### src/assert_macros.svh
// Assertion macros shared by the direction map cost table modules.
`ifndef ASSERT_MACROS_SVH
`define ASSERT_MACROS_SVH

// Checked on every rising clock edge while the block is out of reset.
`define ASSERT_RST(label, prop, msg) \
  label: assert property (@(posedge clk_i) disable iff (!rst_ni) prop) else $error(msg);

// Checked on every rising clock edge, reset included.
`define ASSERT_ALWAYS(label, prop, msg) \
  label: assert property (@(posedge clk_i) prop) else $error(msg);

`endif

### src/dmct_pkg.sv
// Shared types and constants of the direction map cost table.
package dmct_pkg;

  // Default geometry and number format.
  localparam int unsigned COORD_BITS_DEF = 8;
  localparam int unsigned FRAC_BITS_DEF  = 14;

  // Fixed field widths.
  localparam int unsigned COORD_W = 8;
  localparam int unsigned COST_W  = 24;
  localparam int unsigned OLD_W   = 9;
  localparam int unsigned MIS_W   = 16;

  // Configuration port.
  localparam int unsigned APB_AW = 3;
  localparam int unsigned APB_DW = 32;

  localparam logic [OLD_W-1:0] OLD_WEIGHT_RST = 9'd179;
  localparam logic [MIS_W-1:0] MIS_WEIGHT_RST = 16'd256;
  localparam logic [OLD_W-1:0] KEEP_FULL      = 9'd256;

  // sqrt(2) with 52 fraction bits.
  localparam logic [63:0] ROOT2_Q52 = 64'h0016_A09E_667F_3BCD;

  typedef enum logic [0:0] {
    CMD_RECORD = 1'b0,
    CMD_QUERY  = 1'b1
  } cmd_e;

  typedef enum logic [0:0] {
    REG_OLD_WEIGHT      = 1'b0,
    REG_MISMATCH_WEIGHT = 1'b1
  } reg_e;

  typedef enum logic [2:0] {
    ST_CLEAR,
    ST_IDLE,
    ST_WR_TO,
    ST_WR_FROM,
    ST_MISM,
    ST_MUL,
    ST_FIN
  } state_e;

  // Controller to datapath commands.
  typedef struct packed {
    logic load;
    logic clr_wr;
    logic wr_to;
    logic wr_from;
    logic mism;
    logic mul;
    logic fin;
  } dp_cmd_t;

  // Datapath to controller status.
  typedef struct packed {
    logic is_query;
    logic same_cell;
    logic clr_last;
  } dp_sts_t;

endpackage

### src/dmct_regs.sv
// Configuration registers behind the APB-style port.
module dmct_regs (
  input  logic                             clk_i,
  input  logic                             rst_ni,
  input  logic                             psel,
  input  logic                             penable,
  input  logic                             pwrite,
  input  logic [dmct_pkg::APB_AW-1:0]      paddr,
  input  logic [dmct_pkg::APB_DW-1:0]      pwdata,
  output logic [dmct_pkg::APB_DW-1:0]      prdata,
  output logic                             pready,
  output logic [dmct_pkg::OLD_W-1:0]       old_weight_o,
  output logic [dmct_pkg::MIS_W-1:0]       mismatch_weight_o
);

  logic                         wr_en;
  dmct_pkg::reg_e               reg_idx;
  logic [dmct_pkg::OLD_W-1:0]   old_weight_q;
  logic [dmct_pkg::MIS_W-1:0]   mismatch_weight_q;

  // Registers are word aligned; the word index picks the register.
  assign reg_idx = dmct_pkg::reg_e'(paddr[dmct_pkg::APB_AW-1]);
  assign wr_en   = psel & penable & pwrite & pready;
  assign pready  = 1'b1;

  // Register writes on the access cycle of a write transfer.
  always_ff @(posedge clk_i or negedge rst_ni) begin
    if (!rst_ni) begin
      old_weight_q      <= dmct_pkg::OLD_WEIGHT_RST;
      mismatch_weight_q <= dmct_pkg::MIS_WEIGHT_RST;
    end else if (wr_en) begin
      case (reg_idx)
        dmct_pkg::REG_OLD_WEIGHT: begin
          old_weight_q <= pwdata[dmct_pkg::OLD_W-1:0];
        end
        dmct_pkg::REG_MISMATCH_WEIGHT: begin
          mismatch_weight_q <= pwdata[dmct_pkg::MIS_W-1:0];
        end
        default: begin
          old_weight_q <= old_weight_q;
        end
      endcase
    end
  end

  // Read data mux.
  always_comb begin
    case (reg_idx)
      dmct_pkg::REG_OLD_WEIGHT:      prdata = dmct_pkg::APB_DW'(old_weight_q);
      dmct_pkg::REG_MISMATCH_WEIGHT: prdata = dmct_pkg::APB_DW'(mismatch_weight_q);
      default:                       prdata = '0;
    endcase
  end

  assign old_weight_o      = old_weight_q;
  assign mismatch_weight_o = mismatch_weight_q;

endmodule

### config.mk
export PLATFORM = sky130hd
export DESIGN_NAME = dmct_regs
export DESIGN_NICKNAME = d
export VERILOG_FILES = /design/src/assert_macros.svh /design/src/dmct_pkg.sv /design/src/dmct_regs.sv
export SDC_FILE = /design/constraint.sdc
export NUM_CORES = 1
export LEC_CHECK = 0
export BUFFER_PORTS_ARGS = -buffer_cell sky130_fd_sc_hd__buf_2
export CELL_PAD_IN_SITES_DETAIL_PLACEMENT = 1
export CELL_PAD_IN_SITES_GLOBAL_PLACEMENT = 2
export CORE_ASPECT_RATIO = 1.4
export CORE_MARGIN = 3
export CORE_UTILIZATION = 23
export CTS_CLUSTER_SIZE = 40
export DETAILED_ROUTE_END_ITERATION = 12
export GPL_TIMING_DRIVEN = 0
export PLACE_DENSITY_LB_ADDON = 0.1
export SLEW_MARGIN = 20
export SYNTH_ARGS = -nofsm -noshare
export SYNTH_HDL_FRONTEND = slang
export SYNTH_SLANG_ARGS = --single-unit
### constraint.sdc
create_clock -name clk_i -period 1.38 [get_ports clk_i]
set_clock_uncertainty 0.2 [all_clocks]
set_input_delay 0.207 -clock clk_i [delete_from_list [all_inputs] [get_ports clk_i]]
set_output_delay 0.207 -clock clk_i [all_outputs]
set_load 0.005 [all_outputs]
Yosys cells after proc, flatten, opt, wreduce, memory -nomap -nowiden
Index checks and enable logic that the tools add are counted.
{"block": "word_totals", "regBits": 25, "input_bits": 40, "out_inout_bits": 58, "elab_cells": 8}
{"block": "op_classes", "n_mux": 1, "bitwise": 3, "n_reduce_logical": 2}
{"operator": "$pmux 32 s2", "count": 1}
{"operator": "$reduce_and 2->1", "count": 2}
{"operator": "$and 1x1->1", "count": 2}
{"operator": "$not 1->1", "count": 1}

Logic depth before layout (Yosys ltp)
{"block": "depth", "depth_word": 3, "mapped_depth": 4, "mapped_depth_nobuf": 2}

Worst setup path after synthesis
OpenSTA, ideal clock, no wires.
{"block": "synth_timing", "kind": "input port to flip-flop", "start": "input paddr[2] (netlist bit)", "end": "register mismatch_weight_q, in the netlist mismatch_weight_o[10]", "setup_ns": 0.125, "t_arrival_ns": 0.952, "required_time_ns": 1.055, "slack_ns": 0.103, "cell_stages": 4, "n_path_buf": 2, "path_cell_list": "buf_4 -> nand4_4 -> buf_6 -> mux2_4"}
{"block": "synth_via", "elab_chain_cells": 1}
{"element": "start, declared", "line": "dmct_regs.sv:8", "source": "input logic [dmct_pkg::APB_AW-1:0] paddr,"}
{"element": "$reduce_and 2->1 (no line)"}
{"element": "end signal, assigned", "line": "dmct_regs.sv:30", "source": "mismatch_weight_q <= dmct_pkg::MIS_WEIGHT_RST;"}
{"element": "end signal, assigned", "line": "dmct_regs.sv:37", "source": "mismatch_weight_q <= pwdata[dmct_pkg::MIS_W-1:0];"}
{"element": "end, declared", "line": "dmct_regs.sv:19", "source": "logic [dmct_pkg::MIS_W-1:0] mismatch_weight_q;"}
No other way between the ends.
A chain may end at the register's enable or synchronous reset.

Worst setup path after layout
{"block": "layout_timing", "start": "register mismatch_weight_q, in the netlist mismatch_weight_o[8]", "end": "output prdata[8] (netlist bit)"}
{"block": "layout_via", "elab_chain_cells": 1}
{"element": "$pmux 32 s2", "line": "dmct_regs.sv:48", "source": "case (reg_idx)"}
{"element": "end, declared", "line": "dmct_regs.sv:10", "source": "output logic [dmct_pkg::APB_DW-1:0] prdata,"}
No other way between the ends. The select of a mux whose other input is x is not followed.

==> out/qor.yml <==
die:
  dieArea_mm2: 0.00661
  start_util_pct: 24.5
  die_w_um: 69.6
  rows: 31
  fp.coreArea_mm2: 0.00531
  ioPinCount: 98
  die_y_um: 95.0
timing:
  slew_viol_final: 0
  timing.slew.headroom_pct: 62.2
  period_share_pct: 105
  finalCriticalPeriod_ns: 1.46
  setup_viol: 12
  finalHoldViolCount: 0
  worstMarginPinSlew_ns: 0.567
  grt_setup_unrepaired: "true"
  fmaxAchievable_ghz: 0.687
  postLayoutSetupSlackWorst_ns: -0.0758
finish:
  final_cell_area_mm2: 0.00222
  drive_gt1_share_pct: 70.4
  area_growth_pct: 70.9
  finalNetCount: 247
  diodes: 0
pwr:
  internal_power_mw: 1.88
  fin_total_pwr_mw: 2.55
  seqPwrFrac_pct: 40.3
  power_frac_comb_pct: 43.1
  p_leak_nw: 1.19
  power_density_mw_per_mm2: 1150
  switchingPower_uw: 674
  switching_share_pct: 26.4
  pwr-share-clk_pct: 16.6
  irDropWorstVdd_v: 0.000405
clock_network:
  worstSkewPairLatency_ns: 0.26
  clk_pin_slew_ns: 0.09
  cts_tree: "built"
  htree_levels: 1
  clockBufferDepth: 2
  cts.sinks: 25
  cts_root_buf: "clkbuf_8"
  cts_buffers: 3
global_route:
  grt_overflow: 0
  grtUsageTotal_pct: 10.6
  grt_pass1_wl_um: 5620
  antenna_found_initial: 0
  grt_pass1_vias: 1096
  grt_max_degree: 26
critical_path:
  startpoint_type: "flop"
  cpMaxStageDelayCell: "dfstp_2"
  r2r_slack_ns: 0.18
  path_cells: "mux2_4 > buf_6"
  crit_path_end_kind: "output pin"
  cp.arrival_ns: 1.05
  critical_path.max_stage_delay_ns: 0.56
  r2r_cells: 3
  worstSetupPathType: "flop to output pin"
  worstPathRequired_ns: 0.97
  crit_fanout: 3
  reg2reg_to: "old_weight_o[2]"
  r2r_start: "old_weight_o[2]"
routing:
  drtIter0Drc: 32
  vias: 1065
  firstDrtPassIters: 2
  vias_per_cell: 3.92
  ant_nets: 0
  drcViolationCount: 0
  wl_per_cell_um: 13.4
  finalWirelength_um: 3650
synth:
  yosys_register_bits: 25
  synthSimpleGateAreaFrac_pct: 6.83
  synthTopCellsByArea: "dfrtp_1 37%, mux2_2 21%, dfstp_2 12%"
  yosysTopAreaCell: "dfrtp_1"
  synth_xor_xnor_area_share_pct: 0
  synthMuxAreaShare_pct: 32.3
  yosysSeqAreaShare_pct: 48.7
  yosysTopAreaCellShare_pct: 36.5
  synthesis.area_mm2: 0.00130
  ys.warnings.count: 0
  synth_compound_gate_area_share_pct: 0
  synth_cell_types: 11
  synth_fa_ha_area_share_pct: 0
  synth_top_family_by_area: "multiplexers"
  syn_inst: 90
  syn_avg_cell_area_um2: 14.5
worst_hold_path:
  holdPathEnd: "mismatch_weight_o[3]"
  whs_path_depth: 3
  hold_class: "input pin to flop"
  min_from: "paddr[2]"
run_status:
  violations: "setup timing"
  status: "complete, but fails checks"
place:
  placed_area_mm2: 0.00175
  place_hpwl_um: 2420
  port_buffers: 61
  place_ws_ns: -0.184
  gp_congestion: 0.759
run:
  drv_cap: 0
## kinds of logic (layout without fill, tap and decap cells)
group | after synthesis | after routing
flops | 25 | 25
other cells | 2 | 17
simple gates | 9 | 9
mux | 34 | 34
buf+inv | 20 | 121
## layout make-up
class | count | area (um2)
clock buffer | 4 | 45.0
buffer | 20 | 161
sequential | 25 | 633
multi-input combinational | 60 | 603
timing repair buffer | 97 | 698
fill | 588 | 3090
tap | 66 | 82.6
## power by group through the flow
stage	Sequential, mW	Combinational (mW)	Clock (mW)
2_1_floorplan	1.05	0.348	0
5_1_grt	1.05	1.20	0.484
3_5_place_dp	1.05	0.703	0
4_1_cts	1.03	0.963	0.451
3_3_place_gp	1.04	0.701	0
6_report	1.03	1.10	0.424
## synthesized netlist by cell type
library cell and instances:
dfrtp_1 19, and2_1 7, conb_1 2, mux2_2 24
nand4_4 1, buf_6 1, buf_2 1, buf_4 18
dfstp_2 6, nand4b_4 1, mux2_4 10
## how the worst max path moves through the flow
stage | to | cells after the start | slack (ns) | from
6_report | prdata[8] | 2 | -0.08 | mismatch_weight_o[8]
5_1_grt | prdata[0] | 2 | -0.13 | old_weight_o[0]
4_1_cts | prdata[8] | 2 | -0.09 | mismatch_weight_o[8]
3_5_place_dp | prdata[6] | 4 | -0.18 | paddr[2]
3_3_place_gp | prdata[6] | 4 | -0.16 | paddr[2]
2_1_floorplan | mismatch_weight_o[10] | 4 | 0.10 | paddr[2]
## routing by layer
| layer | GRT usage, % | wire length (um) | vias to the layer above |
|---|---|---|---|
| met5 | 0 | 0 | - |
| li1 | - | - | 506 |
| met1 | 13.6 | 1510 | 511 |
| met4 | 1.95 | 0 | 0 |
| met3 | 1.92 | 226 | 0 |
| met2 | 18.9 | 1910 | 48 |
## through the flow
stage	TNS (ns)	cells	util (%)	hold slack (ns)
global placement	-1.08	232	32.8	0.0375
finish	-0.659	272	41.8	0.210
detailed placement	-1.32	232	32.8	0.0400
CTS	-0.770	266	39.9	0.211
floorplan	0	105	-	-0.289
global route	-1.20	272	41.8	0.221
## cells in the final DEF, fill, tap and decap left out, drive strengths merged
cell type and count:
nand4b 1, mux2 34, nand4 1, dlygate4sd3 17
and2 7, dfrtp 19, buf 100, clkbuf 4
dfstp 6, conb 17
## worst max-delay path: cells and delay by family, from the launching register on
family	cells	cell delay, ns
buf+inv	1	0.09
mux	1	0.15
flops	1	0.56
## timing repair
action                                  CTS  global route
buffers inserted                         13             6
pin swaps                                 0             3
endpoints found under the setup margin    9            16
hold buffers                             17             0
cloned                                    0             0
hold endpoints to repair                 44             0
gates resized for setup                  13            12
## registers in the layout (all words and copies together), names as in the netlist
signal             count
mismatch_weight_o     16
old_weight_o           9
(Power assumes the default switching activity.)
