==> src/assert_macros.svh <==
// Assertion macros shared by the direction map cost table modules.
`ifndef ASSERT_MACROS_SVH
`define ASSERT_MACROS_SVH

// Checked on every rising clock edge while the block is out of reset.
`define ASSERT_RST(label, prop, msg) \
  label: assert property (@(posedge clk_i) disable iff (!rst_ni) prop) else $error(msg);

// Checked on every rising clock edge, reset included.
`define ASSERT_ALWAYS(label, prop, msg) \
  label: assert property (@(posedge clk_i) prop) else $error(msg);

`endif

==> src/dmct_pkg.sv <==
// Shared types and constants of the direction map cost table.
package dmct_pkg;

  // Default geometry and number format.
  localparam int unsigned COORD_BITS_DEF = 8;
  localparam int unsigned FRAC_BITS_DEF  = 14;

  // Fixed field widths.
  localparam int unsigned COORD_W = 8;
  localparam int unsigned COST_W  = 24;
  localparam int unsigned OLD_W   = 9;
  localparam int unsigned MIS_W   = 16;

  // Configuration port.
  localparam int unsigned APB_AW = 3;
  localparam int unsigned APB_DW = 32;

  localparam logic [OLD_W-1:0] OLD_WEIGHT_RST = 9'd179;
  localparam logic [MIS_W-1:0] MIS_WEIGHT_RST = 16'd256;
  localparam logic [OLD_W-1:0] KEEP_FULL      = 9'd256;

  // sqrt(2) with 52 fraction bits.
  localparam logic [63:0] ROOT2_Q52 = 64'h0016_A09E_667F_3BCD;

  typedef enum logic [0:0] {
    CMD_RECORD = 1'b0,
    CMD_QUERY  = 1'b1
  } cmd_e;

  typedef enum logic [0:0] {
    REG_OLD_WEIGHT      = 1'b0,
    REG_MISMATCH_WEIGHT = 1'b1
  } reg_e;

  typedef enum logic [2:0] {
    ST_CLEAR,
    ST_IDLE,
    ST_WR_TO,
    ST_WR_FROM,
    ST_MISM,
    ST_MUL,
    ST_FIN
  } state_e;

  // Controller to datapath commands.
  typedef struct packed {
    logic load;
    logic clr_wr;
    logic wr_to;
    logic wr_from;
    logic mism;
    logic mul;
    logic fin;
  } dp_cmd_t;

  // Datapath to controller status.
  typedef struct packed {
    logic is_query;
    logic same_cell;
    logic clr_last;
  } dp_sts_t;

endpackage

==> src/dmct_ctrl.sv <==
// Controller state machine: clearing pass, item sequencing and busy flag.
`include "assert_macros.svh"

module dmct_ctrl (
  input  logic              clk_i,
  input  logic              rst_ni,
  input  logic              start,
  output logic              busy,
  input  dmct_pkg::dp_sts_t sts_i,
  output dmct_pkg::dp_cmd_t cmd_o
);

  dmct_pkg::state_e state_q, state_d;

  // State register; reset starts the clearing pass over the seen bits.
  always_ff @(posedge clk_i or negedge rst_ni) begin
    if (!rst_ni) begin
      state_q <= dmct_pkg::ST_CLEAR;
    end else begin
      state_q <= state_d;
    end
  end

  // Next state and datapath commands.
  always_comb begin
    state_d = state_q;
    cmd_o   = '0;
    busy    = 1'b1;
    case (state_q)
      dmct_pkg::ST_CLEAR: begin
        cmd_o.clr_wr = 1'b1;
        if (sts_i.clr_last) begin
          state_d = dmct_pkg::ST_IDLE;
        end
      end
      dmct_pkg::ST_IDLE: begin
        busy = 1'b0;
        if (start) begin
          cmd_o.load = 1'b1;
          if (sts_i.is_query) begin
            state_d = dmct_pkg::ST_MISM;
          end else if (!sts_i.same_cell) begin
            state_d = dmct_pkg::ST_WR_TO;
          end
        end
      end
      dmct_pkg::ST_WR_TO: begin
        cmd_o.wr_to = 1'b1;
        state_d     = dmct_pkg::ST_WR_FROM;
      end
      dmct_pkg::ST_WR_FROM: begin
        cmd_o.wr_from = 1'b1;
        state_d       = dmct_pkg::ST_IDLE;
      end
      dmct_pkg::ST_MISM: begin
        cmd_o.mism = 1'b1;
        state_d    = dmct_pkg::ST_MUL;
      end
      dmct_pkg::ST_MUL: begin
        cmd_o.mul = 1'b1;
        state_d   = dmct_pkg::ST_FIN;
      end
      dmct_pkg::ST_FIN: begin
        cmd_o.fin = 1'b1;
        state_d   = dmct_pkg::ST_IDLE;
      end
      default: begin
        state_d = dmct_pkg::ST_IDLE;
      end
    endcase
  end

  // The clearing pass ends only after the last table entry is written.
  `ASSERT_RST(a_clear_ends_at_last, (state_q == dmct_pkg::ST_CLEAR && state_d != dmct_pkg::ST_CLEAR) |-> sts_i.clr_last, "clearing pass ended early")
  // A query transfer always runs through to its finishing cycle.
  `ASSERT_RST(a_query_reaches_fin, (cmd_o.load && sts_i.is_query) |=> ##2 cmd_o.fin, "query did not finish in sequence")
  // A record of two different cells writes the to cell and then the from cell.
  `ASSERT_RST(a_record_writes_both, cmd_o.wr_to |=> cmd_o.wr_from, "record wrote only one cell")

endmodule

==> config.mk <==
export PLATFORM = sky130hd
export DESIGN_NAME = dmct_ctrl
export DESIGN_NICKNAME = d
export VERILOG_FILES = /design/src/dmct_pkg.sv /design/src/dmct_ctrl.sv
export VERILOG_INCLUDE_DIRS = /design/src /design/src/src
export SDC_FILE = /design/constraint.sdc
export NUM_CORES = 1
export LEC_CHECK = 0
export ABC_AREA = 1
export BUFFER_PORTS_ARGS = -buffer_cell sky130_fd_sc_hd__buf_2
export CAP_MARGIN = 20
export CORE_AREA = 2 2 39 41
export DETAILED_ROUTE_END_ITERATION = 12
export DIE_AREA = 0 0 41 43
export HOLD_SLACK_MARGIN = 0.08
export PLACE_DENSITY_LB_ADDON = 0.1
export SKIP_LAST_GASP = 1
export SYNTH_ARGS = -nofsm -noshare
export SYNTH_HDL_FRONTEND = slang
export SYNTH_SLANG_ARGS = --single-unit
==> constraint.sdc <==
create_clock -name clk_i -period 2 [get_ports clk_i]
set_input_delay 0.3 -clock clk_i [delete_from_list [all_inputs] [get_ports clk_i]]
set_output_delay 0.3 -clock clk_i [all_outputs]
set_load 0.01 [all_outputs]
# Word-level counts from Yosys, hierarchy flattened
# Cells that the tools add are included.
word_totals:
  word_cells: 26
  in_bits: 6
  regBits: 3
op_classes:
  eq_ne: 9
  mux: 14
  reduce_logical: 2
ops:
  columns: ["operator", "count"]
  rows:
  - ["$pmux 3 s5", 1]
  - ["$mux 3", 4]
  - ["$eq 3x3->1 const B", 3]
  - ["$mux 1", 9]
  - ["$eq 3x2->1 const B", 2]
  - ["$ne 2x2->1 const B", 2]
  - ["$eq 3x1->1 const B", 1]
  - ["$logic_not 3->1", 1]
  - ["$ne 3x3->1 const B", 1]
  - ["$reduce_and 3->1", 1]

# Longest topological paths before layout
# Gate-level depths: netlist of run 1.
depth:
  ltp_word: 4
  mapped_depth: 6

# Worst setup path after synthesis of run 1
# OpenSTA, ideal clock, no wires.
synth_timing:
  path_type: "register to output"
  start: "reg state_q[0]"
  end: "out cmd_o[6] in the netlist's numbering"
  n_path_buf: 0
  slack_ns: 0.825
  arrival_ns: 0.875
  stages_incl_launch_ff: 5
  path_cell_list: "dfrtp_1 inv_2 nor2_4 nand2_2 nor2_1"
synth_lines:
  columns: ["element", "line", "rtl"]
  rows:
  - ["from (decl)", "dmct_ctrl.sv:13", "dmct_pkg::state_e state_q, state_d;"]
  - ["from (signal assigned)", "dmct_ctrl.sv:18", "state_q <= dmct_pkg::ST_CLEAR;"]
  - ["from (signal assigned)", "dmct_ctrl.sv:20", "state_q <= state_d;"]
  - ["to (decl)", "dmct_ctrl.sv:10", "output dmct_pkg::dp_cmd_t cmd_o"]

==> results of run 1 <==
placed cells by master, fill, tap and decap left out:
cell type                       count
sky130_fd_sc_hd__clkbuf_1           1
sky130_fd_sc_hd__clkbuf_4           3
sky130_fd_sc_hd__o21ai_0            1
sky130_fd_sc_hd__dlygate4sd3_1      1
sky130_fd_sc_hd__nand2_1            3
sky130_fd_sc_hd__dfrtp_1            3
sky130_fd_sc_hd__nor2_1             8
sky130_fd_sc_hd__inv_2              2
sky130_fd_sc_hd__a22oi_1            1
sky130_fd_sc_hd__nand3_2            2
sky130_fd_sc_hd__nor3_1             4
sky130_fd_sc_hd__buf_2             13
sky130_fd_sc_hd__nand3_1            3
sky130_fd_sc_hd__nand2_2            1
sky130_fd_sc_hd__nor2_4             1
sky130_fd_sc_hd__inv_1              5
sky130_fd_sc_hd__nand4_1            1
where the power goes:
group | total, mW | internal, mW | leakage (nW) | switching [mW]
logic | 0.294 | 0.112 | 0.154 | 0.182
clock network | 0.104 | 0.0747 | 0.0150 | 0.0297
registers | 0.129 | 0.0870 | 0.0378 | 0.0417
how the worst max path moves through the flow:
stage | start | endpoint | depth (start not counted)
floorplan | state_q[0] | cmd_o[6] | 4
global placement | state_q[1] | cmd_o[1] | 4
detailed placement | state_q[0] | cmd_o[6] | 5
CTS | state_q[0] | cmd_o[6] | 5
global route | state_q[0] | cmd_o[6] | 5
finish | state_q[0] | cmd_o[6] | 5
repair_timing:
item / 4_1_cts / 5_1_grt
hold buffers: 1 / 0
endpoints found under the hold margin: 3 / 0
setup endpoints to repair: 0 / 0
kinds of logic (layout without fill, tap and decap cells):
logic type / after synthesis / count (layout) / share of synthesized area, %
simple gates: 23 / 23 / 51.3
buf+inv: 7 / 25 / 11.2
flops: 3 / 3 / 32.1
compound gates: 2 / 2 / 5.35
cell type report:
type                    instances  area (sq um)  area share [%]
multi-input cells              25           133            37.3
repair buffers                 14          75.1            21.1
well taps                      16          20.0            5.63
flip-flops and latches          3          75.1            21.1
clock buffers                   4          26.3            7.39
inverters                       7          26.3            7.39
layer usage:
metal  vias to the layer above  routed length, um  GRT usage (%)
met1                       115                282           9.00
met5                         -                  0              0
met4                         0                  0           4.00
li1                        153                  -              -
met3                         0                 42           4.71
met2                         6                300           12.5
==> impl_metrics.py, run 1 <==
metrics = {
    "run_status": {
        "status": "completed",
    },
    "sta": {
        "worst-slew-pin-transition_ns": 0.237,
        "timing.fmax_ghz": 0.684,
        "slew_headroom_pct": 84.2,
        "setup_viol": 0,
        "setup_total_negative_slack_ns": 0,
        "skew_ns": 0.00155,
        "slew_viol_final": 0,
        "post-route-min-period_ns": 1.46,
        "hold-worst-slack_ns": 0.397,
        "final-hold-violation-count": 0,
        "layout_worst_path_cycle_share_pct": 73.2,
        "setup_slack_ns": 0.537,
        "rsz0062_at_grt": "false",
    },
    "clock_network": {
        "tritoncts_clock_tree": "yes",
        "clk_pin_slew_ns": 0.04,
        "post_cts_resize_count": 0,
        "cts.htree.levels": 1,
        "clock_sink_count": 3,
        "clock_insertion_delay_worst_skew_ns": 0.23,
        "clock-root-buffer": "sky130_fd_sc_hd__clkbuf_4",
        "clk_path_buf_depth": 2,
        "cts-buffers-inserted": 3,
        "post-cts-setup-buffers": 0,
    },
    "grt": {
        "grt_pass1_vias": 242,
        "grt-ovfl-total": 0,
        "globalRouteTotalUtil_pct": 8.33,
        "global_route_wire_length_before_repair_um": 966,
        "antenna_found_initial": 0,
        "grt_start_max_net_pins": 10,
    },
    "synthesis": {
        "post_synth_num_cell_types": 13,
        "cell_taking_the_most_area_after_synthesis": "sky130_fd_sc_hd__dfrtp_1",
        "netlist_instances": 35,
        "netlist_top_cells_area": "sky130_fd_sc_hd__dfrtp_1, sky130_fd_sc_hd__nor2_1, sky130_fd_sc_hd__nand3_2",
        "yosys_warnings": 0,
        "ys_dominant_reg_cell": "sky130_fd_sc_hd__dfrtp_1",
        "synth_fp_nets": 41,
        "yosys_register_bits": 3,
        "synth.cell_area_sq_um": 234,
        "synth-seq-area-share_pct": 32.1,
        "synth_edf_count": 0,
        "synth_async_sr_flop_share_pct": 100,
        "synth.most_common_cell": "sky130_fd_sc_hd__nor2_1",
        "synth_largest_type_area_fraction_pct": 32.1,
        "synthTopCellsByCount": "sky130_fd_sc_hd__nor2_1, sky130_fd_sc_hd__inv_1, sky130_fd_sc_hd__nor3_1",
        "synthesis.area_per_instance_sq_um": 6.68,
    },
    "setup_path": {
        "cp_max_fo": 7,
        "timing.critical_path.cells": "inv_2 > nor2_4 > nand2_2 > nor2_1 > buf_2",
        "worst_setup_path_end_kind": "output port",
        "crit_path_top_delay_cell": "sky130_fd_sc_hd__dfrtp_1",
        "rr_endpoint": "state_q[1]",
        "worst-r2r-setup-slack_ns": 0.90,
        "worstPathArrival_ns": 1.16,
        "crit_reg_reg_startpoint": "state_q[1]",
        "timing.critical_path.buf_inv": 2,
        "critPathTopFamily": "flip-flops",
        "cp-start-kind": "flip-flop",
        "required_ns": 1.70,
        "timing.reg2reg.worst_path_depth": 5,
        "path_class": "flip-flop to output port",
        "critPathMaxStageDelay_ns": 0.44,
    },
    "cells_and_area": {
        "regMostFlops": "state_q",
        "final_design_area_no_fill_sq_um": 355,
        "nets": 60,
        "finish.utilization_pct": 25.7,
        "stdcell_count": 69,
        "filler_cell_count": 165,
        "flow.area_growth_from_synthesis_pct": 51.9,
        "number_of_antenna_repair_diodes": 0,
        "layout-drive-gt1-share_pct": 41.5,
        "max_ffs_per_register": 3,
        "biggestRegsByFlops": "state_q: 3 flops",
    },
    "die": {
        "core_region_area_sq_um": 1380,
        "fp.dieArea_sq_um": 1760,
        "die_width_um": 41,
        "start_util_pct": 16.9,
        "die_h_um": 43,
        "io-pin-count": 14,
        "rows": 14,
    },
    "run": {
        "cap_viol_max_count": 0,
    },
    "detailed_routing": {
        "antenna_violating_nets_post_route": 0,
        "dr_vias": 274,
        "number_of_detailed_routing_iterations_run_before_antenna_repair": 2,
        "wl_per_cell_um": 9.06,
        "drt-total-wl_um": 625,
        "remaining_drc_errors": 0,
        "post_drt_via_cell_ratio": 3.97,
        "drt_iter0_drc": 4,
    },
    "placed_design": {
        "placement.io_buffers": 13,
        "placedInstanceArea_sq_um": 319,
        "dp_hpwl_um": 516,
        "preCtsSetupSlack_ns": 0.768,
        "globalplace.congestion": 0.719,
        "placedCellCount": 64,
    },
    "power_and_ir_drop": {
        "power_uw": 527,
        "p_per_area_nw_per_um2": 1480,
        "leakage_nw": 0.207,
        "ir_worst_vdd_uv": 475,
    },
    "min_path": {
        "hold_path.class": "primary input to asynchronous set/reset pin",
    },
}
(Power assumes the default switching activity.)
==> run 2, diff against run 1 <==
- ABC_AREA: 1 -> 0
- clock period: 2 -> 1.45 ns (I/O delays scaled with it)
==> run 2 against run 1 <==
Design area down 9.5%. Area after synthesis down 19%. Sequential cell count unchanged. Setup slack worse by 0.46 ns. Critical path depth down 3. Count of clock-buffer cells in the layout unchanged. Sequential share of layout area up 3.0 points. Largest power group unchanged. Highest routed layer unchanged.
==> impl_metrics.py, run 2 <==
metrics = {
    "detailed_routing": {
        "dr_vias": 218,
        "post_drt_via_cell_ratio": 3.96,
        "wl_per_cell_um": 10.7,
        "drt_iter0_drc": 3,
        "remaining_drc_errors": 0,
        "number_of_detailed_routing_iterations_run_before_antenna_repair": 2,
        "antenna_violating_nets_post_route": 0,
        "drt-total-wl_um": 587,
    },
    "setup_path": {
        "worst-path-stages": 2,
        "worst_setup_path_end_kind": "output port",
        "cp_max_fo": 9,
        "crit_path_top_delay_cell": "sky130_fd_sc_hd__dfrtp_1",
        "cp-start-kind": "flip-flop",
        "timing.reg2reg.worst_path_depth": 3,
        "critPathTopFamily": "flip-flops",
        "timing.critical_path.buf_inv": 1,
        "timing.critical_path.cells": "nor3b_1 > buf_2",
        "path_class": "flip-flop to output port",
        "worstPathArrival_ns": 1.15,
        "critPathMaxStageDelay_ns": 0.45,
        "required_ns": 1.23,
    },
    "die": {
        "die_width_um": 41,
        "die_h_um": 43,
        "rows": 14,
        "core_region_area_sq_um": 1380,
        "start_util_pct": 13.7,
        "io-pin-count": 14,
        "fp.dieArea_sq_um": 1760,
    },
    "placed_design": {
        "globalplace.congestion": 0.638,
        "placedInstanceArea_sq_um": 275,
        "placedCellCount": 50,
        "placement.io_buffers": 13,
    },
    "cells_and_area": {
        "max_ffs_per_register": 3,
        "biggestRegsByFlops": "state_q: 3 flops",
        "final_design_area_no_fill_sq_um": 322,
        "total_area_of_multi_input_combinational_cells_sq_um": 119,
        "layout-drive-gt1-share_pct": 51.3,
        "filler_cell_count": 156,
        "nets": 46,
        "most_frequent_standard_cell_in_the_layout_excluding_fill_and_tap_cells": "sky130_fd_sc_hd__buf_2",
        "final-seq-area_sq_um": 77.6,
        "finish.utilization_pct": 23.2,
        "flow.area_growth_from_synthesis_pct": 69.1,
        "number_of_antenna_repair_diodes": 0,
        "most-common-layout-cells": "sky130_fd_sc_hd__buf_2, sky130_fd_sc_hd__clkbuf_4",
        "stdcell_count": 55,
        "regMostFlops": "state_q",
    },
    "power_and_ir_drop": {
        "ir_worst_vdd_uv": 465,
        "p_per_area_nw_per_um2": 2030,
        "leakage_nw": 0.173,
        "power_uw": 651,
    },
    "sta": {
        "setup_viol": 0,
        "layout_worst_path_cycle_share_pct": 94.4,
        "setup_total_negative_slack_ns": 0,
        "slew_headroom_pct": 83.7,
        "timing.fmax_ghz": 0.731,
        "rsz0062_at_grt": "false",
        "slew_viol_final": 0,
        "skew_ns": 0.00321,
        "post-route-min-period_ns": 1.37,
        "worst-slew-pin-transition_ns": 0.245,
        "final-hold-violation-count": 0,
    },
    "clock_network": {
        "clock-root-buffer": "sky130_fd_sc_hd__clkbuf_4",
        "clock_sink_count": 3,
        "cts.htree.levels": 1,
        "clk_path_buf_depth": 2,
        "post-cts-setup-buffers": 0,
        "tritoncts_clock_tree": "yes",
        "cts-buffers-inserted": 3,
        "clk_pin_slew_ns": 0.04,
        "clock_insertion_delay_worst_skew_ns": 0.23,
    },
    "synthesis": {
        "synth_largest_type_area_fraction_pct": 39.5,
        "synth_edf_count": 0,
        "yosys_register_bits": 3,
        "netlist_instances": 21,
        "synth-seq-area-share_pct": 39.5,
        "post_synth_num_cell_types": 14,
        "ys_dominant_reg_cell": "sky130_fd_sc_hd__dfrtp_1",
        "synthesis.area_per_instance_sq_um": 9.06,
        "synth_fp_nets": 27,
        "yosys_warnings": 0,
        "cell_taking_the_most_area_after_synthesis": "sky130_fd_sc_hd__dfrtp_1",
        "synth.cell_area_sq_um": 190,
        "netlist_top_cells_area": "sky130_fd_sc_hd__dfrtp_1, sky130_fd_sc_hd__and3b_1, sky130_fd_sc_hd__nor3b_1",
        "synth_async_sr_flop_share_pct": 100,
        "synth.most_common_cell": "sky130_fd_sc_hd__dfrtp_1",
    },
    "grt": {
        "globalRouteTotalUtil_pct": 8.32,
        "use_met3_pct": 4.71,
        "antenna_found_initial": 0,
        "fraction_of_met2_tracks_used_by_global_routing_pct": 10.6,
        "grt_max_usage_layer": "met2",
        "grt-ovfl-total": 0,
        "gr-usage-met1_pct": 8.97,
        "grt_pass1_vias": 209,
        "grt_start_max_net_pins": 10,
        "global_route_wire_length_before_repair_um": 876,
    },
    "min_path": {
        "worst_hold_path.num_cells": 3,
        "hold_path.class": "primary input to flip-flop",
    },
    "run": {
        "cap_viol_max_count": 0,
    },
    "run_status": {
        "status": "completed",
    },
}
[run 2: changes by cell type after synthesis, moves of 2 or more]
cell                       previous run  this run
sky130_fd_sc_hd__nor2_1               8         2
sky130_fd_sc_hd__nand3_2              2         0
sky130_fd_sc_hd__inv_2                2         0
sky130_fd_sc_hd__nand3_1              3         0
sky130_fd_sc_hd__nor3_1               4         2
sky130_fd_sc_hd__nor3b_1              0         2
sky130_fd_sc_hd__nand2_1              3         0
sky130_fd_sc_hd__nand2b_1             0         2
sky130_fd_sc_hd__inv_1                5         1
sky130_fd_sc_hd__and3b_1              0         2
[run 2: worst register-to-register path, delay by kind of cell, from the launching register on]
kind,cells,cell delay (ns)
and+or+nand+nor,3,0.69
DFF,1,0.44
[run 2: metal layers]
metal | routed length, um | part of all wire [%] | up-vias
met5 | 0 | 0 | -
met4 | 0 | 0 | 0
met3 | 21 | 3.6 | 0
met2 | 282 | 48 | 8
met1 | 284 | 48 | 97
li1 | - | - | 113
[run 2: stage by stage]
stage | hold WS (ns) | setup slack [ns]
after floorplan | -0.0781 | 0.223
after global placement | 0.0177 | 0.150
after detailed placement | 0.0186 | 0.127
after CTS | 0.258 | 0.0291
after global routing | 0.299 | 0.00244
final | 0.276 | 0.0816
[run 2: logic make-up after synthesis]
kind of cell,share of synthesized area [%]
AND/OR/NAND/NOR,55.3
AO/OA/AOI/OAI,3.29
buffers and inverters,1.97
flip-flops,39.5
[run 2: what timing repair did]
| item | 4_1_cts | 5_1_grt |
|---|---|---|
| endpoints found under the setup margin | 2 | 3 |
| gates resized for setup | 2 | 2 |
| endpoints found under the hold margin | 3 | 0 |
| hold buffers | 1 | 0 |
[run 2: where the power goes]
part / total, mW / leakage [nW] / internal, mW / switching (mW)
clock network: 0.146 / 0.0150 / 0.103 / 0.0425
registers: 0.208 / 0.0342 / 0.127 / 0.0806
logic: 0.298 / 0.124 / 0.163 / 0.135
total: 0.651 / 0.173 / 0.394 / 0.258
[run 2: worst paths after layout]
path	from	end	slack, ns
setup reg to reg	state_q[0]	state_q[1]	0.19
max in group asynchronous	rst_ni	state_q[1]	1.01
min in group asynchronous	rst_ni	state_q[0]	0.32
hold / removal	sts_i[0]	state_q[0]	0.28
hold reg to reg	state_q[1]	state_q[2]	0.55
setup / recovery	state_q[2]	cmd_o[4]	0.08
[run 2: cell type report]
cell class	count	share of cell area [%]
tap	16	6.23
inverter	1	1.17
timing repair buffer	14	23.3
sequential	3	24.1
clock buffer	4	8.17
multi-input combinational	17	37.0
==> run 3, diff against run 2 <==
- ABC_AREA: 0 -> 1
==> run 3 against run 2 <==
Combinational power increased by 34%. Global-route usage about the same. First-iteration DRC count decreased by 33%. Largest cell class unchanged. Sequential cell count unchanged. Wire length decreased by 1.2%. Die area unchanged. Register-to-register slack improved by 0.19 ns.
==> impl_metrics.py, run 3 (synthesis results as in run 1) <==
metrics = {
    "clock_network": {
        "cts.htree.levels": 1,
        "clock-root-buffer": "sky130_fd_sc_hd__clkbuf_4",
        "clk_path_buf_depth": 2,
        "clock_sink_count": 3,
        "clock_insertion_delay_worst_skew_ns": 0.23,
        "clk_pin_slew_ns": 0.04,
        "tritoncts_clock_tree": "yes",
        "post-cts-setup-buffers": 0,
        "cts-buffers-inserted": 3,
    },
    "power_and_ir_drop": {
        "p_per_area_nw_per_um2": 2020,
        "p_int_uw": 381,
        "ir_worst_vdd_uv": 691,
        "clock_power_share_pct": 19.8,
        "seqPwrFrac_pct": 25.0,
        "combinationalPowerShare_pct": 55.2,
        "power.switching_uw": 340,
        "power_uw": 721,
        "power.switching_fraction_pct": 47.1,
        "leakage_nw": 0.206,
    },
    "grt": {
        "antenna_found_initial": 0,
        "grt-ovfl-total": 0,
        "grt_pass1_vias": 256,
        "global_route_wire_length_before_repair_um": 979,
        "grt_start_max_net_pins": 10,
        "globalRouteTotalUtil_pct": 8.35,
    },
    "sta": {
        "slew_viol_final": 0,
        "post-route-min-period_ns": 1.34,
        "rsz0062_at_grt": "false",
        "layout_worst_path_cycle_share_pct": 92.6,
        "slew_headroom_pct": 84.8,
        "setup_total_negative_slack_ns": 0,
        "hold-worst-slack_ns": 0.313,
        "setup_slack_ns": 0.107,
        "worst-slew-pin-transition_ns": 0.228,
        "skew_ns": 0.00115,
        "setup_viol": 0,
        "final-hold-violation-count": 0,
        "timing.fmax_ghz": 0.745,
    },
    "die": {
        "die_h_um": 43,
        "core_region_area_sq_um": 1380,
        "io-pin-count": 14,
        "start_util_pct": 16.9,
        "fp.dieArea_sq_um": 1760,
        "die_width_um": 41,
        "rows": 14,
    },
    "cells_and_area": {
        "filler_cell_count": 173,
        "number_of_antenna_repair_diodes": 0,
        "layout-drive-gt1-share_pct": 43.4,
        "most-common-layout-cells": "sky130_fd_sc_hd__buf_2, sky130_fd_sc_hd__nor2_1, sky130_fd_sc_hd__inv_1",
        "flow.area_growth_from_synthesis_pct": 52.4,
        "finish.utilization_pct": 25.8,
        "final-seq-area_sq_um": 76.3,
        "most_frequent_standard_cell_in_the_layout_excluding_fill_and_tap_cells": "sky130_fd_sc_hd__buf_2",
        "regMostFlops": "state_q",
        "nets": 60,
        "biggestRegsByFlops": "state_q: 3 flops",
        "total_area_of_multi_input_combinational_cells_sq_um": 133,
        "max_ffs_per_register": 3,
    },
    "detailed_routing": {
        "post_drt_via_cell_ratio": 3.94,
        "antenna_violating_nets_post_route": 0,
        "dr_vias": 272,
        "wl_per_cell_um": 8.41,
        "number_of_detailed_routing_iterations_run_before_antenna_repair": 2,
        "remaining_drc_errors": 0,
        "drt_iter0_drc": 2,
        "drt-total-wl_um": 580,
    },
    "setup_path": {
        "cp-start-kind": "flip-flop",
        "timing.critical_path.cells": "nor2_4 > nand2_2 > nor2_1 > buf_2",
        "worstPathArrival_ns": 1.13,
        "required_ns": 1.23,
        "cp_max_fo": 6,
        "critPathMaxStageDelay_ns": 0.44,
        "worst_setup_path_end_kind": "output port",
        "path_class": "flip-flop to output port",
        "crit_path_top_delay_cell": "sky130_fd_sc_hd__dfrtp_1",
    },
    "placed_design": {
        "globalplace.congestion": 0.669,
        "dp_hpwl_um": 496,
        "placement.io_buffers": 13,
        "preCtsSetupSlack_ns": 0.286,
    },
    "run_status": {
        "status": "completed",
    },
    "run": {
        "cap_viol_max_count": 0,
    },
    "min_path": {
        "hold_path.class": "primary input to asynchronous set/reset pin",
    },
}
==> run 3: final cells by class <==
type                    instances  share of cell area, %
clock buffers                   4                   7.37
inverters                       7                   7.37
multi-input cells              25                   37.2
flip-flops and latches          3                   21.4
well taps                      16                   5.61
repair buffers                 14                   21.1
==> run 3: metrics by stage <==
step | cells | cell area [sq um]
2_1_floorplan | 35 | 234
3_3_place_gp | 64 | 319
3_5_place_dp | 64 | 319
4_1_cts | 69 | 355
5_1_grt | 69 | 357
6_report | 69 | 357
==> run 3: final timing paths <==
kind,from,end,slack (ns),cells after the start
setup / recovery,state_q[1],cmd_o[6],0.11,4
hold / removal,rst_ni,state_q[2],0.31,2
setup reg to reg,state_q[1],state_q[1],0.38,5
hold reg to reg,state_q[0],state_q[0],0.57,2
max in group asynchronous,rst_ni,state_q[0],1.02,2
min in group clk_i,sts_i[2],state_q[2],0.31,3
==> run 3: what timing repair did <==
item,in CTS,in global routing
setup endpoints to repair,0,1
hold endpoints to repair,3,0
gates resized for setup,0,1
hold buffers,1,0
==> run 3: worst max-delay path, delay by kind of cell, from the launching register on <==
| family | cells | cell delay (ns) |
|---|---|---|
| DFF | 1 | 0.44 |
| and+or+nand+nor | 3 | 0.33 |
| buffers and inverters | 1 | 0.13 |
==> run 3: layer usage <==
metal	GRT usage [%]	wire, um
met5	0	0
met3	4.71	47
met2	11.3	276
met4	4.00	0
met1	10.4	255
==> run 3: power by group through the flow <==
stage	sequential [mW]	combinational, mW	clock [mW]
after floorplan	0.167	0.287	0
after global placement	0.180	0.417	0
after detailed placement	0.180	0.409	0
after CTS	0.179	0.411	0.151
after global routing	0.189	0.453	0.160
final	0.180	0.398	0.143
